### src/hw/rtl/epd_pkg.sv
// Shared constants, codes and control structs of the endpoint detector.
package epd_pkg;

  localparam int SAMPLE_BITS = 16;
  localparam int TICK_BITS   = 24;
  localparam int SUM_BITS    = SAMPLE_BITS + TICK_BITS;
  localparam int HUND_BITS   = 36;
  localparam int THR_BITS    = 18;
  localparam int CHG_BITS    = 17;
  localparam int SLOPE_BITS  = SAMPLE_BITS + 1;
  localparam int MODE_BITS   = 4;
  localparam int CNT_BITS    = $clog2(SUM_BITS);
  localparam int OUT_BITS    = 64;
  localparam int CFG_IDX_BITS  = 3;
  localparam int CFG_DATA_BITS = 24;

  // Request kinds
  localparam logic [1:0] REQ_START = 2'd0;
  localparam logic [1:0] REQ_TICK  = 2'd1;
  localparam logic [1:0] REQ_ABORT = 2'd2;
  localparam logic [1:0] REQ_END   = 2'd3;

  // Run phases
  localparam logic [2:0] PH_IDLE   = 3'd0;
  localparam logic [2:0] PH_DELAY  = 3'd1;
  localparam logic [2:0] PH_NORM   = 3'd2;
  localparam logic [2:0] PH_CHANGE = 3'd3;
  localparam logic [2:0] PH_SLOPE  = 3'd4;

  // Run status
  localparam logic [2:0] ST_RUN     = 3'd0;
  localparam logic [2:0] ST_DETECT  = 3'd1;
  localparam logic [2:0] ST_TIMEOUT = 3'd2;
  localparam logic [2:0] ST_EARLY   = 3'd3;
  localparam logic [2:0] ST_ABORT   = 3'd4;
  localparam logic [2:0] ST_ENDED   = 3'd5;

  // Register indexes
  localparam logic [2:0] CFG_MODE  = 3'd0;
  localparam logic [2:0] CFG_DELAY = 3'd1;
  localparam logic [2:0] CFG_NORM  = 3'd2;
  localparam logic [2:0] CFG_CHG   = 3'd3;
  localparam logic [2:0] CFG_LIMIT = 3'd4;
  localparam logic [2:0] CFG_VALID = 3'd5;
  localparam logic [2:0] CFG_MIN   = 3'd6;
  localparam logic [2:0] CFG_MAX   = 3'd7;

  // Slope directions
  localparam logic [2:0] DIR_UP     = 3'd0;
  localparam logic [2:0] DIR_DOWN   = 3'd1;
  localparam logic [2:0] DIR_FLAT   = 3'd2;
  localparam logic [2:0] DIR_UPFLAT = 3'd3;
  localparam logic [2:0] DIR_DNFLAT = 3'd4;

  localparam logic [MODE_BITS-1:0] MODE_VALUE   = 4'd0;
  localparam logic [MODE_BITS-1:0] MODE_PERCENT = 4'd1;
  localparam logic [MODE_BITS-1:0] MODE_VSLOPE  = 4'd2;
  localparam logic [MODE_BITS-1:0] MODE_PSLOPE  = 4'd7;
  localparam logic [MODE_BITS-1:0] MODE_LAST    = 4'd11;

  typedef struct packed {
    logic in_load;
    logic step;
    logic div_start;
    logic div_thr;
    logic base_load;
    logic mul_en;
    logic thr_load;
    logic out_load;
  } epd_cmd_t;

  typedef struct packed {
    logic go_base;
    logic go_thr;
    logic div_done;
    logic out_free;
  } epd_stat_t;

endpackage

### src/hw/rtl/epd_ctrl.sv
// Sequencer of the endpoint detector: steps, divisions and result hand-off.
module epd_ctrl import epd_pkg::*; (
  input  logic      clk,
  input  logic      rst_n,
  input  logic      in_tvalid,
  output logic      in_tready,
  input  epd_stat_t stat,
  output epd_cmd_t  cmd
);

  localparam logic [2:0] S_IDLE   = 3'd0;
  localparam logic [2:0] S_STEP   = 3'd1;
  localparam logic [2:0] S_DECIDE = 3'd2;
  localparam logic [2:0] S_BDIV   = 3'd3;
  localparam logic [2:0] S_MUL    = 3'd4;
  localparam logic [2:0] S_TSTART = 3'd5;
  localparam logic [2:0] S_TDIV   = 3'd6;
  localparam logic [2:0] S_OUT    = 3'd7;

  logic [2:0] state_r;
  logic [2:0] state_nxt;

  assign in_tready = (state_r == S_IDLE);

  // Next state and commands
  always_comb begin
    state_nxt = state_r;
    cmd       = '0;
    unique case (state_r)
      S_IDLE: begin
        if (in_tvalid) begin
          cmd.in_load = 1'b1;
          state_nxt   = S_STEP;
        end
      end
      S_STEP: begin
        cmd.step  = 1'b1;
        state_nxt = S_DECIDE;
      end
      S_DECIDE: begin
        if (stat.go_base) begin
          cmd.div_start = 1'b1;
          state_nxt     = S_BDIV;
        end else if (stat.go_thr) begin
          state_nxt = S_MUL;
        end else begin
          state_nxt = S_OUT;
        end
      end
      S_BDIV: begin
        if (stat.div_done) begin
          cmd.base_load = 1'b1;
          state_nxt     = S_MUL;
        end
      end
      S_MUL: begin
        cmd.mul_en = 1'b1;
        state_nxt  = S_TSTART;
      end
      S_TSTART: begin
        cmd.div_thr = 1'b1;
        state_nxt   = S_TDIV;
      end
      S_TDIV: begin
        cmd.thr_load = 1'b1;
        state_nxt    = S_OUT;
      end
      S_OUT: begin
        if (stat.out_free) begin
          cmd.out_load = 1'b1;
          state_nxt    = S_IDLE;
        end
      end
      default: state_nxt = S_IDLE;
    endcase
  end

  always_ff @(posedge clk) begin
    if (!rst_n) begin
      state_r <= S_IDLE;
    end else begin
      state_r <= state_nxt;
    end
  end

endmodule

### config.mk
export PLATFORM = sky130hd
export DESIGN_NAME = epd_ctrl
export DESIGN_NICKNAME = d
export VERILOG_FILES = /design/src/hw/rtl/epd_pkg.sv /design/src/hw/rtl/epd_ctrl.sv
export SDC_FILE = /design/constraint.sdc
export NUM_CORES = 1
export LEC_CHECK = 0
export ABC_CLOCK_PERIOD_IN_PS = 1620
export BUFFER_PORTS_ARGS = -buffer_cell sky130_fd_sc_hd__buf_2
export CAP_MARGIN = 0
export CELL_PAD_IN_SITES_DETAIL_PLACEMENT = 0
export CELL_PAD_IN_SITES_GLOBAL_PLACEMENT = 1
export CORE_AREA = 3 3 40 42
export DETAILED_ROUTE_END_ITERATION = 7
export DIE_AREA = 0 0 43 45
export GPL_ROUTABILITY_DRIVEN = 1
export PLACE_DENSITY_LB_ADDON = 0.1
export SLEW_MARGIN = 20
export SYNTH_ARGS = -nofsm -noshare
export SYNTH_HDL_FRONTEND = slang
export SYNTH_SLANG_ARGS = --single-unit
### constraint.sdc
create_clock -name clk -period 1.62 [get_ports clk]
set_input_delay 0.162 -clock clk [delete_from_list [all_inputs] [get_ports clk]]
set_output_delay 0.162 -clock clk [all_outputs]
set_load 0.05 [all_outputs]
### After elaboration in Yosys (flattened, before gate mapping)

Index checks and enable logic that the tools add are counted.

* register bits: 3
* word-level logic and storage cells: 31

* eq/ne operators: 10
* reductions and logical operators: 2
* multiplexer cells: 18

Operator list (count)
* case mux 3 bit (8 select lines): 1
* == test 3 bit, second input constant: 4
* 2-to-1 mux 1 bit: 12
* 2-to-1 mux 3 bit: 4
* == test 3 x 2 -> 1 bit, second input constant: 2
* != test 2 bit, second input constant: 3
* == test 3 x 1 -> 1 bit, second input constant: 1
* logical NOT 3 bit: 1
* AND reduction 3 bit: 1
* 2-to-1 mux 2 bit: 1

### Logic depth before layout (Yosys ltp)

Gate-level depths: netlist of run 1.

* depth after elaboration: 3
* gate-level depth with buffers: 5

### Worst setup path before layout of run 1

No wires, ideal clock.

* path type: reg-to-output
* start point: register state_r[0]
* end point: output cmd[7] in the netlist's numbering
* arrival: 2.164 ns
* stages on the path, launching flop included: 4
* path slack: -0.706 ns
* required time: 1.458 ns
* cells stage by stage: dfxtp_1 > buf_6 > nor3_1 > and2_1

RTL lines
* start, declared: line epd_ctrl.sv:20 `logic [2:0] state_r;`
* start signal, assigned: line epd_ctrl.sv:82 `state_r <= state_nxt;`
* end, declared: line epd_ctrl.sv:8 `output epd_cmd_t cmd`

==> parameters.txt, run 1 <==
Parameter                              Value

Final layout
  Proportion of layout cells with a drive suffix above 1    about half
  Net count, final    65
  Core occupancy in the finished layout    roughly a third
  Register ranked first by flip-flop count    state_r
  Most used cells in the layout excluding fill and tap cells    15 x sky130_fd_sc_hd__buf_2, 7 x sky130_fd_sc_hd__nor2_1, 4 x sky130_fd_sc_hd__nand2_1
  Commonest non-fill, non-tap cell in the layout    sky130_fd_sc_hd__buf_2
  Final cell count without fillers    72
  N_diodes    0
  Largest register FFs    3
  Area Overhead vs Synth    42.6%
  Leading registers by flop count    state_r x3

GRT
  GR Util All Layers    around 9%
  Leftover overflow at the end of global routing    0
  Wire length of the first global-routing pass    1.27 mm
  Maximum number of pins on one net before global-route repair    12
  Vias in the first global route    314
  Number of antenna violations at the first check in global routing    0

Synth
  Synthesized flop and latch total    3
  Synth unique cells    19
  Synthesized cell area    294 sq um
  Gate count of the mapped netlist    38
  Warnings, synthesis    0
  Top area cells in the synthesized netlist    sky130_fd_sc_hd__dfxtp_1 20%, sky130_fd_sc_hd__nor2_1 8.9%, sky130_fd_sc_hd__buf_6 7.7%
  Proportion of netlist area held by the largest area contributor    between 20% and 30%
  Post-Synthesis Net Count    between 40 and 50
  Per-instance average area after synthesis    ~7.7 sq um
  Sequential share of the synthesized area    between 20 and 25%
  Cell taking the most area after synthesis    sky130_fd_sc_hd__dfxtp_1

Power
  Power Internal    approximately 370 uW
  Power density of the placed cells    1930 nW/um^2
  Portion of total power attributed to the clock network    between 15 and 20%
  Sum of internal, switching and leakage power    slightly above 800 uW
  Sw Pwr    about 430 uW
  Maximum VDD drop    0.000727 V
  Static power due to leakage    0.000200 uW
  Net switching share of the total power    between 50% and 60%
  Share of power burned in registers    13.8%
  Combinational Power Share    between 70% and 80%

Timing
  Worst setup skew after layout    between 0.5 and 0.6 ps
  Minimum period implied by the final worst setup slack    about 1400 ps
  Share of the clock period used by the worst path    89.5%
  Final slew viol count    0
  Number of failing setup endpoints in the final timing report    0
  Unrepaired setup endpoints after global routing    no
  Hold WS    about 180 ps
  Slew at the pin closest to its max-slew limit    between 200 and 250 ps
  Final hold violation count    0
  Worst-case headroom to the max-slew limit    between 80% and 90%
  Maximum clock frequency    about 690 MHz

Clock tree
  CTS Buffer Depth    2
  Cts-stage hold buffer count    0
  Post-CTS setup buffers    0
  Reg clk slew, reported paths    ~40 ps
  Inserted Clock Buffers    3
  Total number of H-tree levels    1
  Clock root buffer    sky130_fd_sc_hd__clkbuf_4
  Clock tree from TritonCTS    yes
  # clock sinks    3
  Clock latency on the worst-skew pair    approximately 230 ps
  Gates resized, CTS repair    0

Floorplan
  Core outline area    between 1000 and 1500 sq um
  Number of placement rows    13
  Die boundary width    between 40 and 50 microns
  Starting Density    ~23%
  Die area    between 1500 and 2000 sq um
  I/O pin count    16
  Die height    around 45 microns

Critical path
  Kind of critical path    reg2out
  Data required, critical path    about 1500 ps
  Sort of element at the start of the critical path    register
  Crit path capture type    output port
  Crit path arrival time    approximately 1300 ps
  Critical-path maximum fanout    11

Outcome
  Run status    complete, no violations

Placed design
  Number of buffers added on ports    15
  Detailed-placement wirelength estimate    about 620 microns
  Final RePlAce weighted congestion    just over 0.7
  Cell total after placement    a little under 70

Drt
  Antenna-violating nets left    0
  Total via count after detailed routing    about 320
  Average routed wire per standard cell    10.7 microns
  Number of search-and-repair iterations in the first detailed-routing pass    2
  Wire length reported by the detailed router    between 700 and 800 microns
  DRC    0
  Initial detailed-routing violation count    4
  Number of vias per cell after detailed routing    between 4 and 5

Flow run
  Max-cap violation count    0

Min path
  Worst hold-check path type    in2reg
-- path summary, 6_finish.rpt --
check | startpoint | endpoint | cells after the start | slack, ps
worst max-delay path | state_r[0]$_SDFFE_PN0P_ | cmd[7] | 4 | 170
worst min-delay path | rst_n | state_r[2]$_SDFFE_PN0P_ | 2 | 180
worst max register to register | state_r[2]$_SDFFE_PN0P_ | state_r[2]$_SDFFE_PN0P_ | 5 | 450
worst min register to register | state_r[2]$_SDFFE_PN0P_ | state_r[2]$_SDFFE_PN0P_ | 2 | 690
-- cells by family after synthesis --
logic type / after synthesis / share of synthesized area (%)
simple gates: 24 / 48.5
buf+inv: 4 / 10.6
flops: 3 / 20.4
compound gates: 7 / 20.4
-- routing by layer --
metal	track usage (%)	part of all wire, %	vias to the layer above
met2	13.8	47	11
met3	2.79	8.2	0
met1	10.8	45	142
li1	-	-	169
met4	5.42	0	0
met5	0	0	-
-- layout make-up --
class | count | area, sq um
clock buffer | 4 | 26.3
fill | 144 | 866
multi-input combinational | 31 | 213
inverter | 1 | 3.75
sequential | 3 | 60.1
tap | 15 | 18.8
timing repair buffer | 18 | 97.6
-- cells in the mapped netlist --
library cell               n
sky130_fd_sc_hd__nor2_1    7
sky130_fd_sc_hd__nand2b_1  3
sky130_fd_sc_hd__nand3b_1  1
sky130_fd_sc_hd__nand2b_4  1
sky130_fd_sc_hd__dfxtp_1   3
sky130_fd_sc_hd__buf_6     2
sky130_fd_sc_hd__buf_2     1
sky130_fd_sc_hd__nor4_4    1
sky130_fd_sc_hd__a21oi_1   2
sky130_fd_sc_hd__nor3_1    4
sky130_fd_sc_hd__a41oi_2   1
sky130_fd_sc_hd__o211a_1   1
sky130_fd_sc_hd__and2_1    2
sky130_fd_sc_hd__a31oi_1   1
sky130_fd_sc_hd__o21ai_2   1
sky130_fd_sc_hd__a31o_2    1
sky130_fd_sc_hd__inv_1     1
sky130_fd_sc_hd__nor3b_1   1
sky130_fd_sc_hd__nand2_1   4
-- metrics by stage --
stage	setup WS, ps	TNS [ps]	instance area (sq um)
after floorplan	-244	-604	304
after detailed placement	387	0	393
after global routing	68.9	0	419
after CTS	137	0	419
final	170	0	419
after global placement	433	0	393
-- power by group through the flow --
stage / clock, uW / combinational [uW] / sequential, uW
detailed placement: 0 / 574 / 113
floorplan: 0 / 463 / 123
global route: 153 / 614 / 115
global placement: 0 / 570 / 112
finish: 127 / 568 / 112
CTS: 135 / 576 / 111
-- worst max-delay path, cell delays in order, from the launching register on --
cell and delay, ps:
sky130_fd_sc_hd__dfxtp_1 300, sky130_fd_sc_hd__buf_4 180, sky130_fd_sc_hd__nor3_2 200, sky130_fd_sc_hd__and2_1 140
sky130_fd_sc_hd__buf_2 250
Power figures use the tool's default switching activity.
==> inputs of run 2 (changes only) <==
CELL_PAD_IN_SITES_DETAIL_PLACEMENT = unset   (was 0)
CELL_PAD_IN_SITES_GLOBAL_PLACEMENT = unset   (was 1)
PLACE_DENSITY_LB_ADDON = unset   (was 0.1)
==> run 2 against run 1 <==
Compared with the run above: non-clock buffer count unchanged; clock power increased by 5%; first-iteration DRC count decreased by 25%; via count unchanged; core utilization increased by 0.097 points; register-to-register slack got worse by 60 ps; design area increased by 0.30%; wire length decreased by 12%; critical path depth unchanged; largest cell class unchanged; power decreased by 0.41%; combinational power decreased by 7.6%; sequential power increased by 30%.
==> parameters.txt, run 2 (synthesized netlist as in run 1, its figures left out) <==
Parameter                              Value

Power
  Static power due to leakage    0.000200 uW (+0.17%)
  Combinational Power Share    65.3% (-5.1 points)
  Maximum VDD drop    0.000542 V (-25%)
  Share of power burned in registers    18.2% (+4.4 points)
  Power density of the placed cells    1910 nW/um^2 (-0.71%)
  Sw Pwr    428 uW (-1.1%)
  Portion of total power attributed to the clock network    16.5% (+0.7 points)
  Power Internal    376 uW (+0.42%)
  Net switching share of the total power    53.3% (-0.39 points)

Floorplan
  Die area    1940 sq um (unchanged)
  Die height    45 microns (unchanged)
  Die boundary width    43 microns (unchanged)
  I/O pin count    16 (unchanged)
  Starting Density    22.9% (unchanged)
  Number of placement rows    13 (unchanged)
  Core outline area    1280 sq um (unchanged)

Final layout
  Most used cells in the layout excluding fill and tap cells    15 x sky130_fd_sc_hd__buf_2, 7 x sky130_fd_sc_hd__nor2_1, 4 x sky130_fd_sc_hd__nand2_1
  Register area    61.3 sq um (+2.1%)
  Proportion of layout cells with a drive suffix above 1    50.9% (+1.8 points)
  Net count, final    65 (unchanged)
  Multi-input combinational cell area    213 sq um (unchanged)
  Largest register FFs    3 (unchanged)
  Area Overhead vs Synth    43.0%
  Filler cell count    143 (-0.69%)
  Leading registers by flop count    state_r x3
  Register ranked first by flip-flop count    state_r
  Final cell count without fillers    72 (unchanged)
  Commonest non-fill, non-tap cell in the layout    sky130_fd_sc_hd__buf_2
  N_diodes    0 (unchanged)

Critical path
  Number of cells traversed by the worst register-to-register path    5 (unchanged)
  Startpoint of the most critical register-to-register path    state_r[1]$_SDFFE_PN0P_
  Endpoint of the most critical setup path    cmd[0]
  Terminus of the critical flop-to-flop path    state_r[2]$_SDFFE_PN0P_
  Kind of critical path    reg2out
  Worst setup startpoint    state_r[1]$_SDFFE_PN0P_
  Crit path capture type    output port
  Critical-path maximum fanout    8 (-3)
  Sort of element at the start of the critical path    register
  Crit path arrival time    1380 ps (+90 ps)
  Worst setup slack for register-to-register paths    390 ps (-60 ps)
  Data required, critical path    1460 ps (about the same)

Clock tree
  Total number of H-tree levels    1 (unchanged)
  Clock root buffer    sky130_fd_sc_hd__clkbuf_4
  Reg clk slew, reported paths    40 ps (about the same)
  Cts-stage hold buffer count    0 (unchanged)
  Inserted Clock Buffers    3 (unchanged)
  Clock latency on the worst-skew pair    230 ps (about the same)
  Clock tree from TritonCTS    yes
  # clock sinks    3 (unchanged)
  CTS Buffer Depth    2 (unchanged)

Outcome
  Run status    complete, no violations

Placed design
  Number of buffers added on ports    15 (unchanged)
  Cell total after placement    68 (unchanged)
  Detailed-placement wirelength estimate    562 microns (-9.7%)
  Final RePlAce weighted congestion    0.758 (+5.5%)

Timing
  Number of failing setup endpoints in the final timing report    0 (unchanged)
  Unrepaired setup endpoints after global routing    no
  Share of the clock period used by the worst path    95.2% (+5.7 points)
  Worst-case headroom to the max-slew limit    83.3% (-1.0 points)
  Hold WS    174 ps (-9.38 ps)
  Slew at the pin closest to its max-slew limit    252 ps (+18.6 ps)
  Final hold violation count    0 (unchanged)
  Maximum clock frequency    648 MHz (-6.0%)
  Worst setup skew after layout    2.99 ps (+2.40 ps)
  Final slew viol count    0 (unchanged)
  Minimum period implied by the final worst setup slack    1540 ps (+92.5 ps)

Drt
  Number of vias per cell after detailed routing    4.47 (unchanged)
  Wire length on met3    60 microns (-4.8%)
  Detail Route met2 WL    319 microns (-12%)
  Number of search-and-repair iterations in the first detailed-routing pass    3 (+1)
  Total routed wire length on the met1 layer    281 microns (-19%)
  DRC    0 (unchanged)
  Highest metal used    met4
  Wire length reported by the detailed router    679 microns (-12%)
  Total via count after detailed routing    322 (unchanged)
  Initial detailed-routing violation count    3 (-1)
  Average routed wire per standard cell    9.43 microns (-12%)
  Antenna-violating nets left    0 (unchanged)

GRT
  GR Util All Layers    7.91% (-0.98 points)
  Number of antenna violations at the first check in global routing    0 (unchanged)
  Maximum number of pins on one net before global-route repair    10 (-2)
  Vias in the first global route    295 (-6.1%)
  Leftover overflow at the end of global routing    0 (unchanged)
  Wire length of the first global-routing pass    1.15 mm (-9.8%)

Flow run
  Max-cap violation count    0 (unchanged)

Min path
  Worst hold-check path type    in2reg
## run 2: cell counts in the layout (fill, tap and decap cells not counted)
Identical to the previous run, type by type.
## run 2: worst min-delay path by stage
stage / cells after the start / startpoint / end
2_1_floorplan: 1 / rst_n / state_r[2]$_SDFFE_PN0P_
3_3_place_gp: 2 / rst_n / state_r[2]$_SDFFE_PN0P_
3_5_place_dp: 2 / rst_n / state_r[2]$_SDFFE_PN0P_
4_1_cts: 2 / rst_n / state_r[2]$_SDFFE_PN0P_
5_1_grt: 2 / rst_n / state_r[2]$_SDFFE_PN0P_
6_report: 2 / rst_n / state_r[2]$_SDFFE_PN0P_
## run 2: routing by layer
layer	track usage, %	up-vias
met4	7.23	0
met2	12.3	11
li1	-	171
met1	8.92	138
met3	1.99	2
met5	0	-
## run 2: critical path: stages (launching register included)
cell and delay [ps]:
sky130_fd_sc_hd__dfxtp_1 430, sky130_fd_sc_hd__nand2_1 130, sky130_fd_sc_hd__nor2_1 180, sky130_fd_sc_hd__and2_1 140, sky130_fd_sc_hd__buf_2 250
## run 2: final cells by class
| cell class | instances | area share (%) |
|---|---|---|
| Clock buffer | 4 | 6.25 |
| Inverter | 1 | 0.893 |
| Multi-Input combinational cell | 31 | 50.6 |
| Sequential cell | 3 | 14.6 |
| Tap cell | 15 | 4.46 |
| Timing Repair Buffer | 18 | 23.2 |
## run 2: power by group through the flow
stage	registers, uW	clock network, uW	logic [uW]
after floorplan	123	0	463
after global placement	144	0	534
after detailed placement	145	0	530
after CTS	144	140	531
after global routing	151	138	568
final	146	133	525
## run 2: timing repair
| item | 4_1_cts | 5_1_grt |
|---|---|---|
| resized for setup | 0 | 1 |
| setup buffers | 0 | 0 |
| setup endpoints to repair | 0 | 1 |
## run 2: metrics by stage
stage	cell area (sq um)	setup WS [ps]	power [uW]	TNS, ps	util, %
after CTS	419	25.3	814	0	32.6
after global routing	420	17.0	857	0	32.7
after global placement	393	336	678	0	30.6
after detailed placement	393	284	675	0	30.6
final	420	78.0	804	0	32.7
after floorplan	304	-244	586	-604	-
==> inputs of run 3 (changes only) <==
CTS_BUF_LIST = sky130_fd_sc_hd__clkbuf_8   (was unset)
REMOVE_ABC_BUFFERS = 1   (was unset)
==> run 3 against run 2 <==
Compared with the run above: cell count unchanged; clock skew decreased by 2.1 ps; sequential power decreased by 13%; register-to-register slack improved by 20 ps; clock power increased by 56%; die area unchanged; core utilization increased by 0.58 points; via count decreased by 3.1%; sequential share of layout area decreased by 0.55 points; critical path type unchanged; critical endpoint unchanged; highest routed layer is now met3.
==> parameters.txt, run 3 (synthesized netlist as in run 1, its figures left out) <==
Parameter                              Value

Outcome
  Run status    complete, no violations

Placed design
  Number of buffers added on ports    15 (unchanged)
  Final RePlAce weighted congestion    0.820 (+8.2%)
  Detailed-placement wirelength estimate    560 microns (-0.23%)
  Cell total after placement    68 (unchanged)
  Worst Setup Slack post-DPL    336 ps (+52.0 ps)

Drt
  Average routed wire per standard cell    10.1 microns (+6.6%)
  DRC    0 (unchanged)
  Antenna-violating nets left    0 (unchanged)
  Number of search-and-repair iterations in the first detailed-routing pass    4 (+1)
  Total via count after detailed routing    312 (-3.1%)
  Number of vias per cell after detailed routing    4.33 (-3.1%)
  Wire length reported by the detailed router    724 microns (+6.6%)
  Initial detailed-routing violation count    5 (+2)

Final layout
  Largest register FFs    3 (unchanged)
  Net count, final    65 (unchanged)
  N_diodes    0 (unchanged)
  Proportion of layout cells with a drive suffix above 1    45.6% (-5.3 points)
  Final cell count without fillers    72 (unchanged)
  Register ranked first by flip-flop count    state_r
  Area Overhead vs Synth    45.5%
  Leading registers by flop count    state_r x3
  Core occupancy in the finished layout    33.3% (+0.58 points)
  Commonest non-fill, non-tap cell in the layout    sky130_fd_sc_hd__buf_2
  Most used cells in the layout excluding fill and tap cells    15 x sky130_fd_sc_hd__buf_2, 7 x sky130_fd_sc_hd__nor2_1, 4 x sky130_fd_sc_hd__nor3_1, 4 x sky130_fd_sc_hd__nand2_1

Floorplan
  Core outline area    1280 sq um (unchanged)
  Number of placement rows    13 (unchanged)
  Die height    45 microns (unchanged)
  Die boundary width    43 microns (unchanged)
  Starting Density    22.9% (unchanged)
  I/O pin count    16 (unchanged)
  Die area    1940 sq um (unchanged)

Clock tree
  Inserted Clock Buffers    3 (unchanged)
  # clock sinks    3 (unchanged)
  Post-CTS setup buffers    0 (unchanged)
  Reg clk slew, reported paths    30 ps (about the same)
  Cts-stage hold buffer count    0 (unchanged)
  Clock latency on the worst-skew pair    210 ps (-20 ps)
  Gates resized, CTS repair    0 (unchanged)
  Clock root buffer    sky130_fd_sc_hd__clkbuf_8
  Clock tree from TritonCTS    yes
  CTS Buffer Depth    2 (unchanged)
  Total number of H-tree levels    1 (unchanged)

Critical path
  Data required, critical path    1460 ps (about the same)
  Chain of cells forming the critical path    buf_4 -> inv_1 -> nor2_1 -> and2_1 -> buf_2
  Worst setup slack for register-to-register paths    410 ps (+20 ps)
  Crit path largest cell delay    290 ps (-140 ps)
  Crit path arrival time    1340 ps (-40 ps)
  Critical-path maximum fanout    10 (+2)
  Standard cell with the maximum stage delay on the critical path    sky130_fd_sc_hd__dfxtp_1
  Crit path capture type    output port
  Sort of element at the start of the critical path    register
  Kind of critical path    reg2out

Min path
  Worst hold-check path type    in2reg

GRT
  GR Util All Layers    7.74% (-0.17 points)
  Number of antenna violations at the first check in global routing    0 (unchanged)
  Vias in the first global route    271 (-8.1%)
  Leftover overflow at the end of global routing    0 (unchanged)
  Maximum number of pins on one net before global-route repair    11 (+1)
  Wire length of the first global-routing pass    1.12 mm (-1.8%)

Flow run
  Max-cap violation count    0 (unchanged)

Timing
  Final slew viol count    0 (unchanged)
  Worst-case headroom to the max-slew limit    83.2% (-0.16 points)
  Final worst-path setup slack    121 ps (+42.8 ps)
  Minimum period implied by the final worst setup slack    1500 ps (-42.8 ps)
  Maximum clock frequency    667 MHz (+2.9%)
  Number of failing setup endpoints in the final timing report    0 (unchanged)
  Worst setup skew after layout    0.904 ps (-2.09 ps)
  Slew at the pin closest to its max-slew limit    251 ps (-1.22 ps)
  Final hold violation count    0 (unchanged)
  Unrepaired setup endpoints after global routing    no
  Share of the clock period used by the worst path    92.5% (-2.6 points)
  Post-route setup TNS    0 ps (unchanged)

Power
  Maximum VDD drop    0.000717 V (+32%)
  Static power due to leakage    0.000209 uW (+4.7%)
  Power density of the placed cells    2040 nW/um^2 (+6.6%)
run 3: cell types whose count changed in the layout (fill, tap and decap cells not counted), sizes merged:
cell,previous run,this run
clkbuf,4,3
inv,1,2
run 3: worst paths after layout:
| path | start | depth (start not counted) | end |
|---|---|---|---|
| setup reg to reg | state_r[1]$_SDFFE_PN0P_ | 5 | state_r[2]$_SDFFE_PN0P_ |
| hold / removal | rst_n | 2 | state_r[2]$_SDFFE_PN0P_ |
| setup / recovery | state_r[2]$_SDFFE_PN0P_ | 5 | cmd[0] |
| hold reg to reg | state_r[1]$_SDFFE_PN0P_ | 2 | state_r[1]$_SDFFE_PN0P_ |
run 3: layout make-up:
cell class	count	area (sq um)
tap	15	18.8
fill	146	857
clock buffer	3	41.3
inverter	1	3.75
multi-input combinational	31	203
sequential	3	60.1
clock inverter	1	3.75
timing repair buffer	18	97.6
run 3: routing by layer:
metal,global-route usage (%),vias to the layer above,share of wire (%)
met4,5.42,0,0
met3,1.20,0,7.6
met5,0,-,0
met2,9.58,13,43
met1,11.8,131,50
li1,-,168,-
run 3: report_power, final:
group	internal (uW)	switching (uW)	leakage (uW)	total [uW]
sequential	100	26.5	0.0000249	127
combinational	176	361	0.000158	537
clock	161	47.1	0.0000269	208
run 3: critical path: cells and delay by family, from the launching register on:
family                 cells  cell delay (ps)
buffers and inverters      3              510
and+or+nand+nor            2              310
DFF                        1              290
run 3: through the flow:
stage	area (sq um)	total power (uW)	hold WS (ps)
5_1_grt	428	932	208
3_5_place_dp	383	667	425
2_1_floorplan	267	530	295
6_report	428	872	201
4_1_cts	428	884	201
3_3_place_gp	383	665	422
